`src/sv/plab_pkg.sv`:
```
`timescale 1ns / 1ps
// Shared types, widths and codes for the power-law adaptation bank.
// No dependencies; every other file of the block refers to this package.
package plab_pkg;

    localparam int PROCESSES_DEF = 4;
    localparam int COEF_BITS_DEF = 16;

    localparam int SAMPLE_W = 32;
    localparam int OUT_W    = 31;
    localparam int GAIN_W   = 32;
    localparam int DECAYS_W = 64;
    localparam int INTEG_W  = 34;
    localparam int FB_HI_W  = GAIN_W + INTEG_W - 16;

    // shared multiplier operands: 33-bit signed by 25-bit signed
    localparam int MUL_A_W = 33;
    localparam int MUL_B_W = 25;
    localparam int MUL_P_W = MUL_A_W + MUL_B_W;

    localparam int CFG_IDX_W  = 2;
    localparam int CFG_DATA_W = 64;

    localparam logic [CFG_IDX_W-1:0] CFG_SLOW_GAIN   = 2'd0;
    localparam logic [CFG_IDX_W-1:0] CFG_FAST_GAIN   = 2'd1;
    localparam logic [CFG_IDX_W-1:0] CFG_SLOW_DECAYS = 2'd2;
    localparam logic [CFG_IDX_W-1:0] CFG_FAST_DECAYS = 2'd3;

    // what a product in flight is for
    localparam int KIND_W = 3;
    localparam logic [KIND_W-1:0] KIND_FB_S_HI = 3'd0;
    localparam logic [KIND_W-1:0] KIND_FB_S_LO = 3'd1;
    localparam logic [KIND_W-1:0] KIND_FB_F_HI = 3'd2;
    localparam logic [KIND_W-1:0] KIND_FB_F_LO = 3'd3;
    localparam logic [KIND_W-1:0] KIND_SM_S    = 3'd4;
    localparam logic [KIND_W-1:0] KIND_SM_F    = 3'd5;

    typedef struct packed {
        logic [GAIN_W-1:0]   slow_gain;
        logic [GAIN_W-1:0]   fast_gain;
        logic [DECAYS_W-1:0] slow_decays;
        logic [DECAYS_W-1:0] fast_decays;
    } cfg_t;

    typedef struct packed {
        logic                      valid;
        logic [KIND_W-1:0]         kind;
        logic signed [MUL_A_W-1:0] a;
        logic signed [MUL_B_W-1:0] b;
    } mul_op_t;

    typedef struct packed {
        logic                      valid;
        logic [KIND_W-1:0]         kind;
        logic signed [MUL_P_W-1:0] prod;
    } mul_res_t;

endpackage

```
`src/sv/plab_if.sv`:
```
`timescale 1ns / 1ps
// Channel interfaces of the power-law adaptation bank: items, results, config.
// Widths come from plab_pkg.
interface plab_item_if;
    logic                                  valid;
    logic                                  ready;
    logic signed [plab_pkg::SAMPLE_W-1:0]  sample;
    logic signed [plab_pkg::SAMPLE_W-1:0]  noise;
    logic                                  first_sample;

    modport source (output valid, sample, noise, first_sample, input ready);
    modport sink   (input valid, sample, noise, first_sample, output ready);
endinterface

interface plab_result_if;
    logic                           valid;
    logic                           ready;
    logic [plab_pkg::OUT_W-1:0]     slow_out;
    logic [plab_pkg::OUT_W-1:0]     fast_out;

    modport source (output valid, slow_out, fast_out, input ready);
    modport sink   (input valid, slow_out, fast_out, output ready);
endinterface

interface plab_cfg_if;
    logic                                valid;
    logic                                ready;
    logic [plab_pkg::CFG_IDX_W-1:0]      index;
    logic [plab_pkg::CFG_DATA_W-1:0]     data;

    modport source (output valid, index, data, input ready);
    modport sink   (input valid, index, data, output ready);
endinterface

```
`src/sv/plab_cfg.sv`:
```
`timescale 1ns / 1ps
// Configuration register file: gains and packed decay coefficients.
// Depends on plab_pkg and plab_if.
module plab_cfg
(
    input  logic              clk,
    input  logic              rst_n,
    plab_cfg_if.sink          cfg,
    output plab_pkg::cfg_t    regs
);

    plab_pkg::cfg_t regs_reg;

    assign cfg.ready = 1'b1;
    assign regs      = regs_reg;

    always_ff @(posedge clk or negedge rst_n)
    begin
        if (!rst_n)
        begin
            regs_reg <= '0;
        end
        else if (cfg.valid)
        begin
            case (cfg.index)
                plab_pkg::CFG_SLOW_GAIN:
                    regs_reg.slow_gain <= cfg.data[plab_pkg::GAIN_W-1:0];
                plab_pkg::CFG_FAST_GAIN:
                    regs_reg.fast_gain <= cfg.data[plab_pkg::GAIN_W-1:0];
                plab_pkg::CFG_SLOW_DECAYS:
                    regs_reg.slow_decays <= cfg.data;
                plab_pkg::CFG_FAST_DECAYS:
                    regs_reg.fast_decays <= cfg.data;
                default:
                    regs_reg <= regs_reg;
            endcase
        end
    end

endmodule

```
`src/sv/plab_mul.sv`:
```
`timescale 1ns / 1ps
// Shared signed multiplier with a registered product and a kind tag.
// Depends on plab_pkg.
module plab_mul
(
    input  logic                 clk,
    input  logic                 rst_n,
    input  plab_pkg::mul_op_t    op,
    output plab_pkg::mul_res_t   res
);

    logic                                 valid_reg;
    logic [plab_pkg::KIND_W-1:0]          kind_reg;
    logic signed [plab_pkg::MUL_P_W-1:0]  prod_reg;

    always_ff @(posedge clk or negedge rst_n)
    begin
        if (!rst_n)
        begin
            valid_reg <= 1'b0;
        end
        else
        begin
            valid_reg <= op.valid;
        end
    end

    always_ff @(posedge clk)
    begin
        kind_reg <= op.kind;
        prod_reg <= op.a * op.b;
    end

    assign res.valid = valid_reg;
    assign res.kind  = kind_reg;
    assign res.prod  = prod_reg;

endmodule

```
`src/sv/plab_core.sv`:
```
`timescale 1ns / 1ps
// Sequencer and datapath: feeds the shared multiplier, rectifies the outputs,
// updates the smoother banks and integrals. Depends on plab_pkg and plab_if.
module plab_core
#(
    parameter int PROCESSES = plab_pkg::PROCESSES_DEF,
    parameter int COEF_BITS = plab_pkg::COEF_BITS_DEF
)
(
    input  logic                 clk,
    input  logic                 rst_n,
    input  plab_pkg::cfg_t       regs,
    plab_item_if.sink            items,
    plab_result_if.source        results,
    output plab_pkg::mul_op_t    op,
    input  plab_pkg::mul_res_t   res
);

    localparam int NSTEP  = 4 + 2 * PROCESSES;
    localparam int STEP_W = $clog2(NSTEP);
    localparam int IDX_W  = (PROCESSES > 1) ? $clog2(PROCESSES) : 1;
    localparam int PAD_W  = plab_pkg::DECAYS_W + PROCESSES * COEF_BITS;
    localparam int ACC_W  = plab_pkg::MUL_P_W + 1;
    localparam int FB_W   = plab_pkg::FB_HI_W + 1;
    localparam int DIFF_W = FB_W + 2;
    localparam int OUT_W  = plab_pkg::OUT_W;
    localparam int INTEG_W = plab_pkg::INTEG_W;

    localparam logic [STEP_W-1:0] STEP_SM_S = STEP_W'(4);
    localparam logic [STEP_W-1:0] STEP_SM_F = STEP_W'(4 + PROCESSES);
    localparam logic [STEP_W-1:0] STEP_LAST = STEP_W'(NSTEP - 1);

    localparam logic [1:0] ST_IDLE   = 2'd0;
    localparam logic [1:0] ST_RUN    = 2'd1;
    localparam logic [1:0] ST_FINISH = 2'd2;
    localparam logic [1:0] ST_PUSH   = 2'd3;

    logic [1:0]                 state_reg, state_next;
    logic [STEP_W-1:0]          step_reg;
    logic [IDX_W-1:0]           wr_idx_reg;
    logic [IDX_W-1:0]           iss_idx;

    logic signed [plab_pkg::SAMPLE_W-1:0] x_reg, nz_reg;
    logic                       clr_reg;

    logic [plab_pkg::FB_HI_W-1:0] fb_hi_reg;
    logic [OUT_W-1:0]           s1_reg, s2_reg;
    logic [INTEG_W-1:0]         integ_s_reg, integ_f_reg;
    logic [OUT_W-1:0]           sm_s_reg [PROCESSES];
    logic [OUT_W-1:0]           sm_f_reg [PROCESSES];

    logic                       out_valid_reg;
    logic [OUT_W-1:0]           slow_out_reg, fast_out_reg;

    logic [PAD_W-1:0]           dec_s_pad, dec_f_pad;
    logic [COEF_BITS-1:0]       coef_s [PROCESSES];
    logic [COEF_BITS-1:0]       coef_f [PROCESSES];

    logic [FB_W-1:0]            fb_full;
    logic signed [DIFF_W-1:0]   slow_diff, fast_diff;
    logic [OUT_W-1:0]           s_sel;
    logic signed [ACC_W-1:0]    sm_acc;
    logic [OUT_W-1:0]           new_e;
    logic [OUT_W-1:0]           e_prev;

    function automatic logic [OUT_W-1:0] rectify(input logic signed [DIFF_W-1:0] v);
        logic [OUT_W-1:0] r;
        begin
            if (v < 0)
            begin
                r = '0;
            end
            else if (v > $signed(DIFF_W'({OUT_W{1'b1}})))
            begin
                r = {OUT_W{1'b1}};
            end
            else
            begin
                r = v[OUT_W-1:0];
            end
            return r;
        end
    endfunction

    // coefficient bits past the 64-bit register read as zero
    assign dec_s_pad = {{(PROCESSES * COEF_BITS){1'b0}}, regs.slow_decays};
    assign dec_f_pad = {{(PROCESSES * COEF_BITS){1'b0}}, regs.fast_decays};

    for (genvar g = 0; g < PROCESSES; g++)
    begin : g_coef
        assign coef_s[g] = dec_s_pad[g * COEF_BITS +: COEF_BITS];
        assign coef_f[g] = dec_f_pad[g * COEF_BITS +: COEF_BITS];
    end

    // issue side
    always_comb
    begin
        if (step_reg < STEP_SM_F)
        begin
            iss_idx = IDX_W'(step_reg - STEP_SM_S);
        end
        else
        begin
            iss_idx = IDX_W'(step_reg - STEP_SM_F);
        end
    end

    always_comb
    begin
        op       = '0;
        op.valid = (state_reg == ST_RUN);
        e_prev   = '0;
        if (step_reg < STEP_SM_S)
        begin
            case (step_reg[1:0])
                2'd0:
                begin
                    op.kind = plab_pkg::KIND_FB_S_HI;
                    op.a    = plab_pkg::MUL_A_W'(regs.slow_gain);
                    op.b    = plab_pkg::MUL_B_W'(integ_s_reg[INTEG_W-1:16]);
                end
                2'd1:
                begin
                    op.kind = plab_pkg::KIND_FB_S_LO;
                    op.a    = plab_pkg::MUL_A_W'(regs.slow_gain);
                    op.b    = plab_pkg::MUL_B_W'(integ_s_reg[15:0]);
                end
                2'd2:
                begin
                    op.kind = plab_pkg::KIND_FB_F_HI;
                    op.a    = plab_pkg::MUL_A_W'(regs.fast_gain);
                    op.b    = plab_pkg::MUL_B_W'(integ_f_reg[INTEG_W-1:16]);
                end
                default:
                begin
                    op.kind = plab_pkg::KIND_FB_F_LO;
                    op.a    = plab_pkg::MUL_A_W'(regs.fast_gain);
                    op.b    = plab_pkg::MUL_B_W'(integ_f_reg[15:0]);
                end
            endcase
        end
        else if (step_reg < STEP_SM_F)
        begin
            e_prev  = clr_reg ? '0 : sm_s_reg[iss_idx];
            op.kind = plab_pkg::KIND_SM_S;
            op.a    = $signed({2'b00, e_prev}) - $signed({2'b00, s1_reg});
            op.b    = plab_pkg::MUL_B_W'(coef_s[iss_idx]);
        end
        else
        begin
            e_prev  = clr_reg ? '0 : sm_f_reg[iss_idx];
            op.kind = plab_pkg::KIND_SM_F;
            op.a    = $signed({2'b00, e_prev}) - $signed({2'b00, s2_reg});
            op.b    = plab_pkg::MUL_B_W'(coef_f[iss_idx]);
        end
    end

    // consume side
    assign fb_full   = FB_W'(fb_hi_reg) + FB_W'(res.prod[47:16]);
    assign slow_diff = DIFF_W'(x_reg) + DIFF_W'(nz_reg) - $signed({1'b0, fb_full});
    assign fast_diff = DIFF_W'(x_reg) - $signed({1'b0, fb_full});

    // E' = out + D*(E - out)/2^C, rounded half up
    assign s_sel  = (res.kind == plab_pkg::KIND_SM_S) ? s1_reg : s2_reg;
    assign sm_acc = $signed(ACC_W'(s_sel) << COEF_BITS) + ACC_W'(res.prod)
                    + $signed(ACC_W'(1) << (COEF_BITS - 1));
    assign new_e  = sm_acc[COEF_BITS +: OUT_W];

    always_ff @(posedge clk)
    begin
        if (res.valid)
        begin
            case (res.kind)
                plab_pkg::KIND_FB_S_HI,
                plab_pkg::KIND_FB_F_HI:
                    fb_hi_reg <= res.prod[plab_pkg::FB_HI_W-1:0];
                plab_pkg::KIND_FB_S_LO:
                    s1_reg <= rectify(slow_diff);
                plab_pkg::KIND_FB_F_LO:
                    s2_reg <= rectify(fast_diff);
                default:
                    fb_hi_reg <= fb_hi_reg;
            endcase
        end
        if ((state_reg == ST_IDLE) && items.valid)
        begin
            x_reg   <= items.sample;
            nz_reg  <= items.noise;
            clr_reg <= items.first_sample;
        end
        wr_idx_reg <= iss_idx;
    end

    // smoother banks and integrals
    always_ff @(posedge clk or negedge rst_n)
    begin
        if (!rst_n)
        begin
            integ_s_reg <= '0;
            integ_f_reg <= '0;
            for (int i = 0; i < PROCESSES; i++)
            begin
                sm_s_reg[i] <= '0;
                sm_f_reg[i] <= '0;
            end
        end
        else if (res.valid && (res.kind == plab_pkg::KIND_SM_S))
        begin
            sm_s_reg[wr_idx_reg] <= new_e;
            integ_s_reg <= (wr_idx_reg == '0) ? INTEG_W'(new_e)
                                              : integ_s_reg + INTEG_W'(new_e);
        end
        else if (res.valid && (res.kind == plab_pkg::KIND_SM_F))
        begin
            sm_f_reg[wr_idx_reg] <= new_e;
            integ_f_reg <= (wr_idx_reg == '0) ? INTEG_W'(new_e)
                                              : integ_f_reg + INTEG_W'(new_e);
        end
    end

    // sequencer
    always_comb
    begin
        state_next = state_reg;
        case (state_reg)
            ST_IDLE:
                if (items.valid)
                begin
                    state_next = ST_RUN;
                end
            ST_RUN:
                if (step_reg == STEP_LAST)
                begin
                    state_next = ST_FINISH;
                end
            ST_FINISH:
                state_next = ST_PUSH;
            ST_PUSH:
                if (!out_valid_reg || results.ready)
                begin
                    state_next = ST_IDLE;
                end
            default:
                state_next = ST_IDLE;
        endcase
    end

    always_ff @(posedge clk or negedge rst_n)
    begin
        if (!rst_n)
        begin
            state_reg     <= ST_IDLE;
            step_reg      <= '0;
            out_valid_reg <= 1'b0;
        end
        else
        begin
            state_reg <= state_next;
            if (state_reg == ST_RUN)
            begin
                step_reg <= step_reg + STEP_W'(1);
            end
            else
            begin
                step_reg <= '0;
            end
            if ((state_reg == ST_PUSH) && (!out_valid_reg || results.ready))
            begin
                out_valid_reg <= 1'b1;
            end
            else if (results.ready)
            begin
                out_valid_reg <= 1'b0;
            end
        end
    end

    always_ff @(posedge clk)
    begin
        if ((state_reg == ST_PUSH) && (!out_valid_reg || results.ready))
        begin
            slow_out_reg <= s1_reg;
            fast_out_reg <= s2_reg;
        end
    end

    assign items.ready      = (state_reg == ST_IDLE);
    assign results.valid    = out_valid_reg;
    assign results.slow_out = slow_out_reg;
    assign results.fast_out = fast_out_reg;

endmodule

```
`src/sv/power_law_adaptation_exp_bank.sv`:
```
`timescale 1ns / 1ps
// Power-law adaptation by two banks of exponential smoothers (slow and fast path).
// Items are taken one at a time: a new item is accepted only once the result of the last
// one has gone to the output register, as the core has a single shared multiplier,
// which serves four feedback products and 2*PROCESSES smoother products for each item.
// Reset (rst_n, asynchronous, active low) clears control state, config registers, smoothers and integrals at once.
// Depends on plab_pkg, plab_if, plab_cfg, plab_mul and plab_core.
module power_law_adaptation_exp_bank
#(
    parameter int PROCESSES = plab_pkg::PROCESSES_DEF,
    parameter int COEF_BITS = plab_pkg::COEF_BITS_DEF
)
(
    input  logic           clk,
    input  logic           rst_n,
    plab_item_if.sink      items,
    plab_result_if.source  results,
    plab_cfg_if.sink       cfg
);

    // Configuration registers; every write is taken, and each of the four
    // possible indices names one register.
    plab_pkg::cfg_t     cfg_regs;

    // One multiplier shared by every product: operands go in with a tag
    // that tells the core where the registered product belongs.
    plab_pkg::mul_op_t  mul_op;
    plab_pkg::mul_res_t mul_res;

    plab_cfg u_cfg
    (
        .clk   (clk),
        .rst_n (rst_n),
        .cfg   (cfg),
        .regs  (cfg_regs)
    );

    plab_mul u_mul
    (
        .clk   (clk),
        .rst_n (rst_n),
        .op    (mul_op),
        .res   (mul_res)
    );

    // The core steps through the feedback products first (slow high and low
    // halves, then fast), rectifies each output once its feedback is complete,
    // then runs the slow and fast smoother updates one per cycle. The finished
    // transaction is parked in an output register so the core can free up.
    plab_core
    #(
        .PROCESSES (PROCESSES),
        .COEF_BITS (COEF_BITS)
    )
    u_core
    (
        .clk     (clk),
        .rst_n   (rst_n),
        .regs    (cfg_regs),
        .items   (items),
        .results (results),
        .op      (mul_op),
        .res     (mul_res)
    );

    // The core must drop ready straight after taking a transaction.
    assert property (@(posedge clk) disable iff (!rst_n)
        items.valid && items.ready |=> !items.ready)
        else $error("ready held high after an accepted transaction");

    // Work on an accepted item starts with a multiply in the next cycle.
    assert property (@(posedge clk) disable iff (!rst_n)
        items.valid && items.ready |=> mul_op.valid)
        else $error("no multiply issued after an accepted transaction");

    // No product may land while the core is idle.
    assert property (@(posedge clk) disable iff (!rst_n)
        mul_res.valid |-> !items.ready)
        else $error("product arrived while the core was idle");

endmodule
```
`src/flat_wrapper.sv`:
```
// flat-port wrapper written by rule: the top's interface ports become plain ports
module power_law_adaptation_exp_bank_flat 
#(
    parameter int PROCESSES = plab_pkg::PROCESSES_DEF,
    parameter int COEF_BITS = plab_pkg::COEF_BITS_DEF
)
  (clk, rst_n, items_valid, items_sample, items_noise, items_first_sample, items_ready, results_valid, results_slow_out, results_fast_out, results_ready, cfg_valid, cfg_index, cfg_data, cfg_ready);
  plab_item_if items_i ();
  plab_result_if results_i ();
  plab_cfg_if cfg_i ();
  input  logic clk;
  input  logic rst_n;
  input wire logic [$bits(items_i.valid)-1:0] items_valid;
  input wire logic [$bits(items_i.sample)-1:0] items_sample;
  input wire logic [$bits(items_i.noise)-1:0] items_noise;
  input wire logic [$bits(items_i.first_sample)-1:0] items_first_sample;
  output wire logic [$bits(items_i.ready)-1:0] items_ready;
  output wire logic [$bits(results_i.valid)-1:0] results_valid;
  output wire logic [$bits(results_i.slow_out)-1:0] results_slow_out;
  output wire logic [$bits(results_i.fast_out)-1:0] results_fast_out;
  input wire logic [$bits(results_i.ready)-1:0] results_ready;
  input wire logic [$bits(cfg_i.valid)-1:0] cfg_valid;
  input wire logic [$bits(cfg_i.index)-1:0] cfg_index;
  input wire logic [$bits(cfg_i.data)-1:0] cfg_data;
  output wire logic [$bits(cfg_i.ready)-1:0] cfg_ready;
  assign items_i.valid = items_valid;
  assign items_i.sample = items_sample;
  assign items_i.noise = items_noise;
  assign items_i.first_sample = items_first_sample;
  assign items_ready = items_i.ready;
  assign results_valid = results_i.valid;
  assign results_slow_out = results_i.slow_out;
  assign results_fast_out = results_i.fast_out;
  assign results_i.ready = results_ready;
  assign cfg_i.valid = cfg_valid;
  assign cfg_i.index = cfg_index;
  assign cfg_i.data = cfg_data;
  assign cfg_ready = cfg_i.ready;
  power_law_adaptation_exp_bank #(.PROCESSES(PROCESSES), .COEF_BITS(COEF_BITS)) u_core (.clk(clk), .rst_n(rst_n), .items(items_i), .results(results_i), .cfg(cfg_i));
endmodule
```
`config.mk`:
```
export PLATFORM = sky130hd
export DESIGN_NAME = power_law_adaptation_exp_bank_flat
export DESIGN_NICKNAME = d
export VERILOG_FILES = /design/src/sv/plab_pkg.sv /design/src/sv/plab_if.sv /design/src/sv/plab_cfg.sv /design/src/sv/plab_mul.sv /design/src/sv/plab_core.sv /design/src/sv/power_law_adaptation_exp_bank.sv /design/src/flat_wrapper.sv
export SDC_FILE = /design/constraint.sdc
export NUM_CORES = 2
export LEC_CHECK = 0
export BUFFER_PORTS_ARGS = -buffer_cell sky130_fd_sc_hd__buf_2
export CAP_MARGIN = 10
export CORE_MARGIN = 1.5
export CORE_UTILIZATION = 25
export DETAILED_ROUTE_END_ITERATION = 10
export PLACE_DENSITY_LB_ADDON = 0.15
export SLEW_MARGIN = 20
export SYNTH_ARGS = -nofsm -noshare
export SYNTH_HDL_FRONTEND = slang
export SYNTH_SLANG_ARGS = --single-unit
```
`constraint.sdc`:
```
create_clock -name clk -period 20.5 [get_ports clk]
set_input_delay 2.05 -clock clk [delete_from_list [all_inputs] [get_ports clk]]
set_output_delay 2.05 -clock clk [all_outputs]
set_load 0.1 [all_outputs]
```
==> results.md <==
* Compound-Gate Fraction of Synth Area at 0.142
* Slew HR at 0.223
* Final slew viol count at 0
* Crit-path most repeated cell: fa_1
* Commonest cells post-synth: inv_1, nand2_1, fa_1
* Max FFs per register at 192
* Critical path data required time at 21090 ps
* WP data arrival at 12790 ps
* Switching part of the total at 0.535
* Initial antenna violation count at 25
* Ys async rst share at 0.637
* CTS Buf Count at 98
* Outcome: finished clean
* Slowest stage cell, crit path: nor3_1
* Leak Pwr at 35.7 nW
* Final setup violation count at 0
* PwrDens at 175 nW/um^2
* Largest net degree at the start of global routing at 109
* Share of post-route cells with drive strength above 1 at 0.125
* CP Launch Type: flip-flop
* Simple-Gate Fraction of Synth Area at 0.127
* Post-DP HPWL at 214000 um
* Root buffer cell: clkbuf_16
* Vias in the first global route at 57400
* CORE AREA at 282000 sq um
* Post-synth EDFFs at 239
* CP peak stage delay at 890 ps
* Period utilization at 0.595
* Final wirelength at 272000 um
* Synth Net Count at 8530
* Crit end category: flip-flop
* Clk sinks at 810
* Sequential Power Share at 0.170
* Register area share after synthesis at 0.299
* Synth Warn # at 0
* Mux cell area share after synthesis at 0.0660
* Clock Skew at 54.1 ps
* GP Congestion at 0.893
* Hold Path Class: reg -> reg
* Highest clock rate at 0.0820 GHz
* Crit path kind: reg -> reg
* Int Power at 6.49 mW
* PostCTS Resize Cnt at 0
* Nets at 8641
* IO Port Bufs at 199
* Post-CTS Hold Buffers at 0
* Synth Instances at 7276
* Layout fillers at 29700
* Post-CTS Setup Inserts at 0
* Clock Power Share at 0.129
* # DRC at 0
* Routed vias/inst at 4.88
* Overflow after GRT at 0
* Syn Area/Cell at 9.72 sq um
* Area of the multi-input gates at 45400 sq um
* Final hold vios at 0
* Clock slew at reported path FFs at 60 ps
* Num rows at 195
* Skew-Pair Late Insertion Delay at 770 ps
* H-Tree Depth at 3
* Reg2reg setup slack at 8310 ps
* Setup_tns at 0 ps
* Drt first pass iters at 6
* Post-DR wirelength/cell at 24.2 um
* Peak VDD IR at 0.0000970 V
* Initial Util at 0.251
* Switching power at 7.47 mW
* Largest family of logic cells by synthesized area: adder cells
* Final min period at 12190 ps
* Synth Area in Adders at 0.263
* Layout area overhead at 12.9%
* Chip height at 535 um
* Netlist cell types at 109
* Mapped Area at 70800 sq um
* Die area at 286000 sq um
* Reg area at 21200 sq um
* Post-synthesis register bit count at 810
* DRT iter0 DRCs at 3981
* Worst-Margin Slew at 1160 ps
* Most frequent cell after synthesis: inv_1
* Antenna viol nets, final at 0
* I/O pins at 201
* XOR/XNOR Fraction of Synth Area at 0.0376
* Post-synth top area cell: dfrtp_1
* Aggregate global-route resource usage at 0.189
* Yosys top cell area share at 0.182
* DR vias at 54700
* Unrepaired setup endpoints after global routing: false
* Min Hold Slack at 407 ps
* First-pass GRT wire length at 400000 um
* Ys flop type: dfrtp_1
* Largest cells by area after synthesis: dfrtp_1, fa_1, edfxtp_1
* CTS tree: done
* Maximum clock path buffer count at 3
* Combinational share of power at 0.701
* CP Max Fanout at 35
* Die X at 535 um
* Max Cap Viol at 0
==> final timing paths <==
kind / startpoint / endpoint / cells past startpoint
worst max-delay path: u_core.u_core.step_reg[1] / u_core.u_mul.prod_reg[49] / 40
worst min-delay path: u_core.u_mul.prod_reg[6] / u_core.u_core.fb_hi_reg[6] / 0
worst max register to register: u_core.u_core.step_reg[1] / u_core.u_mul.prod_reg[49] / 40
worst min register to register: u_core.u_mul.prod_reg[6] / u_core.u_core.fb_hi_reg[6] / 0
max in group asynchronous: rst_n / u_core.u_core.sm_f_reg[107] / 4
min in group asynchronous: rst_n / u_core.u_cfg.regs[102] / 1
==> metrics by stage <==
| step | cell area (sq um) | std cells | total power, mW | utilization | setup WS [ps] |
|---|---|---|---|---|---|
| final | 79900 | 11200 | 14.0 | 0.283 | 8310 |
| after global routing | 79900 | 11200 | 15.1 | 0.283 | 7460 |
| after global placement | 76500 | 11000 | 12.2 | 0.271 | 7920 |
| after detailed placement | 76500 | 11000 | 12.1 | 0.272 | 8060 |
| after floorplan | 70800 | 7276 | 8.78 | - | 8850 |
| after CTS | 79800 | 11200 | 14.0 | 0.283 | 8030 |
==> cells in the final DEF (no fill, tap or decap), types with 90 or more instances in the layout <==
master,instances
a21o_1,155
a21oi_1,407
buf_2,199
buf_4,131
clkbuf_16,99
dfrtp_1,513
edfxtp_1,239
fa_1,618
ha_1,500
inv_1,852
mux2_2,209
mux4_2,92
nand2_1,786
nand2b_1,103
nand3_1,90
nor2_1,455
nor2b_1,123
o21ai_0,501
xnor2_1,174
xor2_1,118
==> area by class of cell <==
cell class / instances / share of cell area
Clock inverter: 47 / 0.00777
Multi-Input combinational cell: 5286 / 0.569
Tap cell: 3743 / 0.0586
Antenna cell: 9 / 0.000282
Sequential cell: 810 / 0.265
Clock buffer: 131 / 0.0334
Inverter: 856 / 0.0402
Timing Repair Buffer: 335 / 0.0256
==> power by group through the flow <==
stage                     clock network (mW)  logic [mW]  registers (mW)
after detailed placement                   0        9.74            2.40
after CTS                               1.86        9.80            2.37
after global routing                    1.92        10.8            2.40
after floorplan                            0        6.36            2.42
final                                   1.80        9.79            2.37
after global placement                     0        9.78            2.40
==> routing by layer <==
metal / vias to the layer above / global-route usage / share of wire / wire length, um
li1: 25100 / - / - / -
met1: 28000 / 0.267 / 0.47 / 128000
met2: 1346 / 0.300 / 0.45 / 121000
met3: 287 / 0.0288 / 0.052 / 14100
met4: 12 / 0.0489 / 0.030 / 8020
met5: - / 0 / 0.00027 / 74
==> worst max-delay path, delay by kind of cell (launching register included) <==
kind            cells  cell delay [ps]
buf+inv             7              910
simple gates        8             2130
fa+ha+maj           9             4270
xor+xnor            2              420
flops               1              730
compound gates     14             3530
==> cell families after synthesis <==
family,Yosys count
AOI/OAI and AO/OA,1590
and+or+nand+nor,1947
adders and majority gates,1118
xor gates and xnor gates,304
other,2
buffers and inverters,1180
muxes,325
DFF,810
Note: power is estimated with default switching activity, not from simulation.
